[src/sv/four_level_page_map_builder_defines.svh]
// Assertion macros for the four-level page map builder.
// Included by files that carry concurrent checks; no other dependencies.
`ifndef FOUR_LEVEL_PAGE_MAP_BUILDER_DEFINES_SVH
`define FOUR_LEVEL_PAGE_MAP_BUILDER_DEFINES_SVH
`ifndef SYNTH
`define FLPMB_ASSERT_NEVER(name, clk, rst, cond) \
  name: assert property (@(posedge clk) disable iff (rst) !(cond)) \
    else $error("flpmb check failed: forbidden condition");
`define FLPMB_ASSERT_IMPLY(name, clk, rst, ante, cons) \
  name: assert property (@(posedge clk) disable iff (rst) (ante) |-> (cons)) \
    else $error("flpmb check failed: implication");
`define FLPMB_ASSERT_NEXT(name, clk, rst, ante, cons) \
  name: assert property (@(posedge clk) disable iff (rst) (ante) |=> (cons)) \
    else $error("flpmb check failed: next-cycle implication");
`else
`define FLPMB_ASSERT_NEVER(name, clk, rst, cond)
`define FLPMB_ASSERT_IMPLY(name, clk, rst, ante, cons)
`define FLPMB_ASSERT_NEXT(name, clk, rst, ante, cons)
`endif
`endif

[src/sv/flpmb_pkg.sv]
// Shared types, constants and helpers for the four-level page map builder.
// No dependencies.
package flpmb_pkg;

  localparam int IDX_W   = 9;
  localparam int VPN_W   = 36;
  localparam int FRAME_W = 40;
  localparam int ENTRY_W = 64;

  localparam logic [1:0] LEVEL_LAST = 2'd2;

  typedef enum logic [2:0] {
    ST_CLEAR,
    ST_IDLE,
    ST_READ,
    ST_CHECK,
    ST_LEAF
  } walk_state_t;

  typedef struct packed {
    logic               done;
    logic               status;
    logic [1:0]         new_tables;
    logic [ENTRY_W-1:0] leaf_entry;
  } walk_result_t;

  function automatic logic [ENTRY_W-1:0] make_entry(input logic [FRAME_W-1:0] frame);
    make_entry = {12'h000, frame, 12'h003};
  endfunction

  function automatic logic [IDX_W-1:0] level_index(input logic [VPN_W-1:0] vpn,
                                                   input logic [1:0] level);
    logic [IDX_W-1:0] idx;
    unique case (level)
      2'd0:    idx = vpn[35:27];
      2'd1:    idx = vpn[26:18];
      2'd2:    idx = vpn[17:9];
      default: idx = vpn[8:0];
    endcase
    level_index = idx;
  endfunction

endpackage

[src/sv/flpmb_walk.sv]
// Table walk sequencer: clears the table store, then walks and fills it per request.
// Depends on flpmb_pkg; drives one flpmb_ram port.
module flpmb_walk
  import flpmb_pkg::*;
#(
  parameter int TABLE_PAGES = 64
) (
  input  logic                                 clk,
  input  logic                                 rst,
  input  logic                                 start,
  input  logic [VPN_W-1:0]                     vpn,
  input  logic [FRAME_W-1:0]                   frame,
  input  logic [FRAME_W-1:0]                   base,
  output logic                                 busy,
  output walk_result_t                         result,
  output logic                                 ram_we,
  output logic [$clog2(TABLE_PAGES)+IDX_W-1:0] ram_addr,
  output logic [ENTRY_W-1:0]                   ram_wdata,
  input  logic [ENTRY_W-1:0]                   ram_rdata
);

  localparam int PW    = $clog2(TABLE_PAGES);
  localparam int NW    = $clog2(TABLE_PAGES + 1);
  localparam int AW    = PW + IDX_W;
  localparam int DEPTH = TABLE_PAGES * (2 ** IDX_W);

  walk_state_t        state, state_next;
  logic [VPN_W-1:0]   vpn_q, vpn_next;
  logic [FRAME_W-1:0] frame_q, frame_next;
  logic [PW-1:0]      page, page_next;
  logic [1:0]         level, level_next;
  logic [1:0]         created, created_next;
  logic [NW-1:0]      next_free, next_free_next;
  logic [AW-1:0]      clr_addr, clr_addr_next;
  walk_result_t       result_next;

  logic [FRAME_W-1:0] rel;
  logic               present;
  logic               rel_ok;
  logic               pool_ok;

  assign present = ram_rdata[0];
  assign rel     = ram_rdata[51:12] - base;
  assign rel_ok  = rel < FRAME_W'(TABLE_PAGES);
  assign pool_ok = next_free < NW'(TABLE_PAGES);
  assign busy    = state != ST_IDLE;

  always_ff @(posedge clk) begin
    if (rst) begin
      state       <= ST_CLEAR;
      clr_addr    <= '0;
      next_free   <= NW'(1);
      result.done <= 1'b0;
    end else begin
      state       <= state_next;
      clr_addr    <= clr_addr_next;
      next_free   <= next_free_next;
      result.done <= result_next.done;
    end
    vpn_q             <= vpn_next;
    frame_q           <= frame_next;
    page              <= page_next;
    level             <= level_next;
    created           <= created_next;
    result.status     <= result_next.status;
    result.new_tables <= result_next.new_tables;
    result.leaf_entry <= result_next.leaf_entry;
  end

  always_comb begin
    state_next     = state;
    vpn_next       = vpn_q;
    frame_next     = frame_q;
    page_next      = page;
    level_next     = level;
    created_next   = created;
    next_free_next = next_free;
    clr_addr_next  = clr_addr;
    result_next    = result;
    result_next.done = 1'b0;
    ram_we         = 1'b0;
    ram_addr       = {page, level_index(vpn_q, level)};
    ram_wdata      = '0;

    unique case (state)
      ST_CLEAR: begin
        ram_we        = 1'b1;
        ram_addr      = clr_addr;
        clr_addr_next = clr_addr + AW'(1);
        if (clr_addr == AW'(DEPTH - 1)) begin
          state_next = ST_IDLE;
        end
      end
      ST_IDLE: begin
        if (start) begin
          vpn_next     = vpn;
          frame_next   = frame;
          page_next    = '0;
          level_next   = '0;
          created_next = '0;
          state_next   = ST_READ;
        end
      end
      ST_READ: begin
        state_next = ST_CHECK;
      end
      ST_CHECK: begin
        if (present ? !rel_ok : !pool_ok) begin
          result_next.done       = 1'b1;
          result_next.status     = 1'b1;
          result_next.new_tables = created;
          result_next.leaf_entry = '0;
          state_next             = ST_IDLE;
        end else begin
          if (present) begin
            page_next = rel[PW-1:0];
          end else begin
            ram_we         = 1'b1;
            ram_wdata      = make_entry(base + FRAME_W'(next_free));
            page_next      = next_free[PW-1:0];
            next_free_next = next_free + NW'(1);
            created_next   = created + 2'd1;
          end
          level_next = level + 2'd1;
          state_next = (level == LEVEL_LAST) ? ST_LEAF : ST_READ;
        end
      end
      ST_LEAF: begin
        ram_we                 = 1'b1;
        ram_wdata              = make_entry(frame_q);
        result_next.done       = 1'b1;
        result_next.status     = 1'b0;
        result_next.new_tables = created;
        result_next.leaf_entry = make_entry(frame_q);
        state_next             = ST_IDLE;
      end
      default: begin
        state_next = ST_IDLE;
      end
    endcase
  end

endmodule

[config.mk]
export PLATFORM = sky130hd
export DESIGN_NAME = flpmb_walk
export DESIGN_NICKNAME = d
export VERILOG_FILES = /design/src/sv/four_level_page_map_builder_defines.svh /design/src/sv/flpmb_pkg.sv /design/src/sv/flpmb_walk.sv
export SDC_FILE = /design/constraint.sdc
export NUM_CORES = 1
export LEC_CHECK = 0
export BUFFER_PORTS_ARGS = -buffer_cell sky130_fd_sc_hd__buf_2
export CORE_UTILIZATION = 55
export DETAILED_ROUTE_END_ITERATION = 6
export PLACE_DENSITY = 0.86
export SLEW_MARGIN = 20
export SYNTH_ARGS = -nofsm -noshare
export SYNTH_HDL_FRONTEND = slang
export SYNTH_SLANG_ARGS = --single-unit
[constraint.sdc]
create_clock -name clk -period 11.6 [get_ports clk]
set_input_delay 0 -clock clk [delete_from_list [all_inputs] [get_ports clk]]
set_output_delay 0 -clock clk [all_outputs]
set_load 0.1 [all_outputs]
# ---- Word level (Yosys, flattened, before mapping)
# Index checks and enable logic that the tools add are counted.
dict set report op_classes {
  bitwise_logic 2
  order_cmp 2
  add_sub_neg 6
  n_eq_ne 13
  n_reduce_logical 13
  muxes 26
}
# cell count
set op_table {}
lappend op_table {{$pmux W68 S2} 1}
lappend op_table {{$mux W52} 2}
lappend op_table {{$pmux W52 S2} 1}
lappend op_table {{$mux W68} 1}
lappend op_table {{$add A40 B7 Y40} 1}
lappend op_table {{$lt A40 B7 Y1 const B} 1}
lappend op_table {{$sub A40 B40 Y40} 1}
lappend op_table {{$pmux W9 S3} 1}
lappend op_table {{$mux W6} 3}
lappend op_table {{$add A15 B1 Y15 const B} 1}
lappend op_table {{$eq A15 B15 Y1 const B} 1}
lappend op_table {{$mux W15} 1}
lappend op_table {{$mux W3} 4}
lappend op_table {{$pmux W3 S4} 1}
lappend op_table {{$pmux W6 S2} 1}
lappend op_table {{$ne A2 B2 Y1 const B} 5}
lappend op_table {{$mux W2} 4}
lappend op_table {{$pmux W2 S2} 2}
lappend op_table {{$add A7 B1 Y7 const B} 1}
lappend op_table {{$lt A7 B7 Y1 const B} 1}
lappend op_table {{$eq A3 B2 Y1 const B} 2}
lappend op_table {{$reduce_and A2 Y1} 3}
lappend op_table {{$reduce_and A3 Y1} 2}
lappend op_table {{$add A2 B1 Y2 const B} 2}
lappend op_table {{14 further kinds} 19}
dict set report totals {
  in_bits 183
  wordCells 74
  ff_bits 179
}

# ---- Logic depth before layout (Yosys ltp)
dict set report logic_depth {
  ltp_word 6
  ltp_mapped 15
  depth_no_buf 15
}

# ---- Least setup slack after synthesis
# No wires, ideal clock.
dict set report synth_path {
  path_kind {input port to flip-flop}
  from {input ram_rdata[12]}
  to {register result[12] in the netlist's numbering (enable)}
  slack_ns 7.348
  n_path_buf 0
  required_time_ns 11.145
  cell_stages 15
  arrival_ns 3.796
  cell_sequence {inv_1 -> ha_1 -> inv_1 -> fa_1 -> a21o_1 -> a221o_2 -> a221oi_4 -> mux2_2 -> a211o_1 -> nor4_1 -> nand4_1 -> nor4_1 -> a31oi_1 -> a31oi_1 -> inv_1}
}
dict set report synth_via {
  elab_chain_len 6
}
# item line
set synth_lines {}
lappend synth_lines {{from (decl)} flpmb_walk.sv:19} ;# input logic [ENTRY_W-1:0] ram_rdata
lappend synth_lines {{$sub A40 B40 Y40} flpmb_walk.sv:43} ;# assign rel = ram_rdata[51:12] - base;
lappend synth_lines {{$lt A40 B7 Y1} flpmb_walk.sv:44} ;# assign rel_ok = rel < FRAME_W'(TABLE_PAGES);
lappend synth_lines {{$logic_not A1 Y1} flpmb_walk.sv:108} ;# if (present ? !rel_ok : !pool_ok) begin
lappend synth_lines {{$mux W1} flpmb_walk.sv:108}
lappend synth_lines {{$ne A2 B2 Y1 (no source line)} -}
lappend synth_lines {{$reduce_and A2 Y1 (no source line)} -}
lappend synth_lines {{to (decl)} flpmb_walk.sv:15} ;# output walk_result_t result,
# No other way between the ends.
# A chain may end at the register's enable or synchronous reset.

# ---- Final worst setup path
dict set report layout_path {
  from {input ram_rdata[12]}
  to {register result[44] in the netlist's numbering (enable)}
}
# Same word-level chain as after synthesis.

==> results.toml <==
[floorplanning]
fp.dieW_um = 138
io_pins = 332
die_h_um = 138
fp-row-count = 49
core_area_um2 = 18100
start_util = 0.566
die_area_um2 = 19200

[worst_setup_path]
r2r_end = "result[44]"
timing.rr.start = "next_free[6]"
critPathLaunch = "ram_rdata[12]"
critical_path.max_fanout = 44
start_kind = "primary input"
crit_chain = "buf_2 -> inv_1 -> ha_1 -> inv_1 -> fa_1 -> a21o_1 -> a221o_2 -> o2bb2ai_1 -> o21ai_1 -> nor4bb_1 -> nor4_1 -> nand4_1 -> nor4_1 -> a31oi_1 -> a31oi_1 -> inv_2"
crit_type = "in -> reg"
cp_top_family = "compound AO/OA/AOI/OAI gates"
r2r_cells = 4
crit_buf_inv = 4
cp_slowest_cell = "inv_2"
r2r_slack_ns = 8.88
worst-endpoint-arrival_ns = 4.65
crit_required_ns = 11.64
endpoint_kind = "flop"
slowest_delay_ns = 0.82

[placed_design]
detailed_place_hpwl_um = 23800
place.gp.congestion = 0.961
port_buffers = 264

[synthesis]
synth_area_um2 = 10200
yosysSeqAreaShare = 0.432
synth-seq-cells = 156
ys_async_sr_fraction = 0
syn_avg_cell_area_um2 = 9.71
yosysWarnings = 0
synth_edf_count = 130
netlist_instances = 1054
ys_types = 70
synthFlopType = "edfxtp_1"

[cts]
cts.sinks = 156
clk_pin_slew_ns = 0.07
htreeDepth = 4
clockBufferDepth = 2
insertion_delay_ns = 0.43
clock-root-buffer = "clkbuf_16"
cts_tree = "built"
cts_hold_buf = 76
cts_buffers = 17
postCtsSetupRepairBufs = 0
cts_resized = 0

[global_route]
track_usage = 0.358
antenna_found_initial = 4
grt_pass1_wl_um = 51900
grt.overflow.total = 0
grt_max_degree = 79
grt_pass1_vias = 9183

[timing]
setup_violations = 0
hold_violations = 0
setup-tns-final_ns = 0
fin_crit_sh = 0.397
slew_violations = 0
clock_skew_ns = 0.0158
period_minus_slack_ns = 4.60
tightest_slew_ns = 1.07
slew-limit-headroom = 0.290
rsz0062_at_grt = "false"
clock.fmax_mhz = 217

[pwr]
ir_drop_mv = 0.103
power_density_nw_per_um2 = 126
finalPower_w = 0.00163
p_leak_nw = 5.75

[detailed_routing]
route.met2.wl_um = 16000
wl_met1_um = 13600
drt_wl_total_um = 35000
first_pass_iters = 7
wl_per_cell_um = 21.7
post_drt_via_cell_ratio = 6.05
wl_met3_um = 4080
highest_layer = "met5"
drt-initial-drc-count = 1027
vias = 9766
ant_nets = 0
drc = 33

[worst_hold_path]
min_path_type = "in -> reg"
min_from = "rst"
hold-path-cell-count = 2
min_to = "clr_addr[12]"

[run_status]
violations = "DRC"
outcome = "finished with violations"

[layout]
final_cell_mix = "buf_2, edfxtp_1, nor2_1"
drive_above_1_share = 0.231
fillers = 1234
mostFrequentLayoutCell = "buf_2"
final_nets = 1607
area_growth_pct = 26.2

[job]
max_cap_viol_count = 0
==> sequential cells by signal (all words and copies together) (netlist names), 3 cells and up <==
signal,flops
clr_addr,15
frame_q,40
next_free,7
page,6
result,45
state,3
vpn_q,36
==> synthesized netlist by cell type (all sizes together), types with 11 or more instances <==
cell,number,area share
edfxtp,130,0.38
nor2,80,0.029
nand2,70,0.026
a21oi,59,0.029
a21o,58,0.043
inv,58,0.021
ha,52,0.064
xnor2,51,0.044
buf,50,0.035
and2,44,0.027
o21ai,43,0.021
clkbuf,40,0.015
nand4,30,0.018
nand3,27,0.013
dfxtp,26,0.051
nor3,25,0.013
xor2,21,0.018
a211oi,18,0.013
and3,13,0.0079
o21a,11,0.0081
==> per-stage QoR <==
step                hold WS, ns  instances   util  instance area, µm²  setup WS (ns)
global placement          0.176       1504  0.638               11500           6.54
CTS                     0.00552       1612  0.713               12900           6.94
detailed placement        0.178       1504  0.638               11500           6.54
floorplan                0.0989       1097      -               10400           7.35
finish                   0.0121       1615  0.714               12900           7.00
global route             0.0253       1615  0.714               12900           6.78
==> area by class of cell <==
type	count	area, µm²	area share
multi-input combinational	792	5270	0.408
sequential	156	4420	0.343
timing repair buffer	344	2110	0.164
clock buffer	20	479	0.0371
tap	229	287	0.0222
inverter	59	221	0.0172
clock inverter	12	114	0.00882
antenna	3	7.51	0.000582
==> worst register-to-register path: stages, from the launching register on <==
cell     delay [ns]
dfxtp_1        0.42
nor2_1         0.10
a31oi_1        0.66
a31oi_1        0.31
inv_2          0.82
==> report_power, final <==
group / total [W] / switching (W) / internal [W]
sequential: 0.000627 / 0.00000806 / 0.000619
combinational: 0.000429 / 0.000302 / 0.000127
clock: 0.000572 / 0.000262 / 0.000310
total: 0.00163 / 0.000572 / 0.00106
==> cell families after synthesis <==
logic type | share of synthesized area
compound gates | 0.176
xor+xnor | 0.0616
fa+ha+maj | 0.0675
buf+inv | 0.0716
flops | 0.432
mux | 0.0187
other cells | 0.000366
simple gates | 0.172
==> worst max-delay path by stage <==
stage                  to  slack, ns  cells past startpoint
2_1_floorplan  result[12]       7.35                     15
3_3_place_gp      page[2]       6.54                     15
3_5_place_dp      page[2]       6.54                     15
4_1_cts          level[0]       6.94                     15
5_1_grt        result[44]       6.78                     16
6_report       result[44]       7.00                     16
==> routing by layer <==
metal	GRT usage	vias to the layer above
met3	0.106	99
met5	0	-
met4	0.160	2
met1	0.461	4567
li1	-	4419
met2	0.559	679
(Power assumes the default switching activity.)
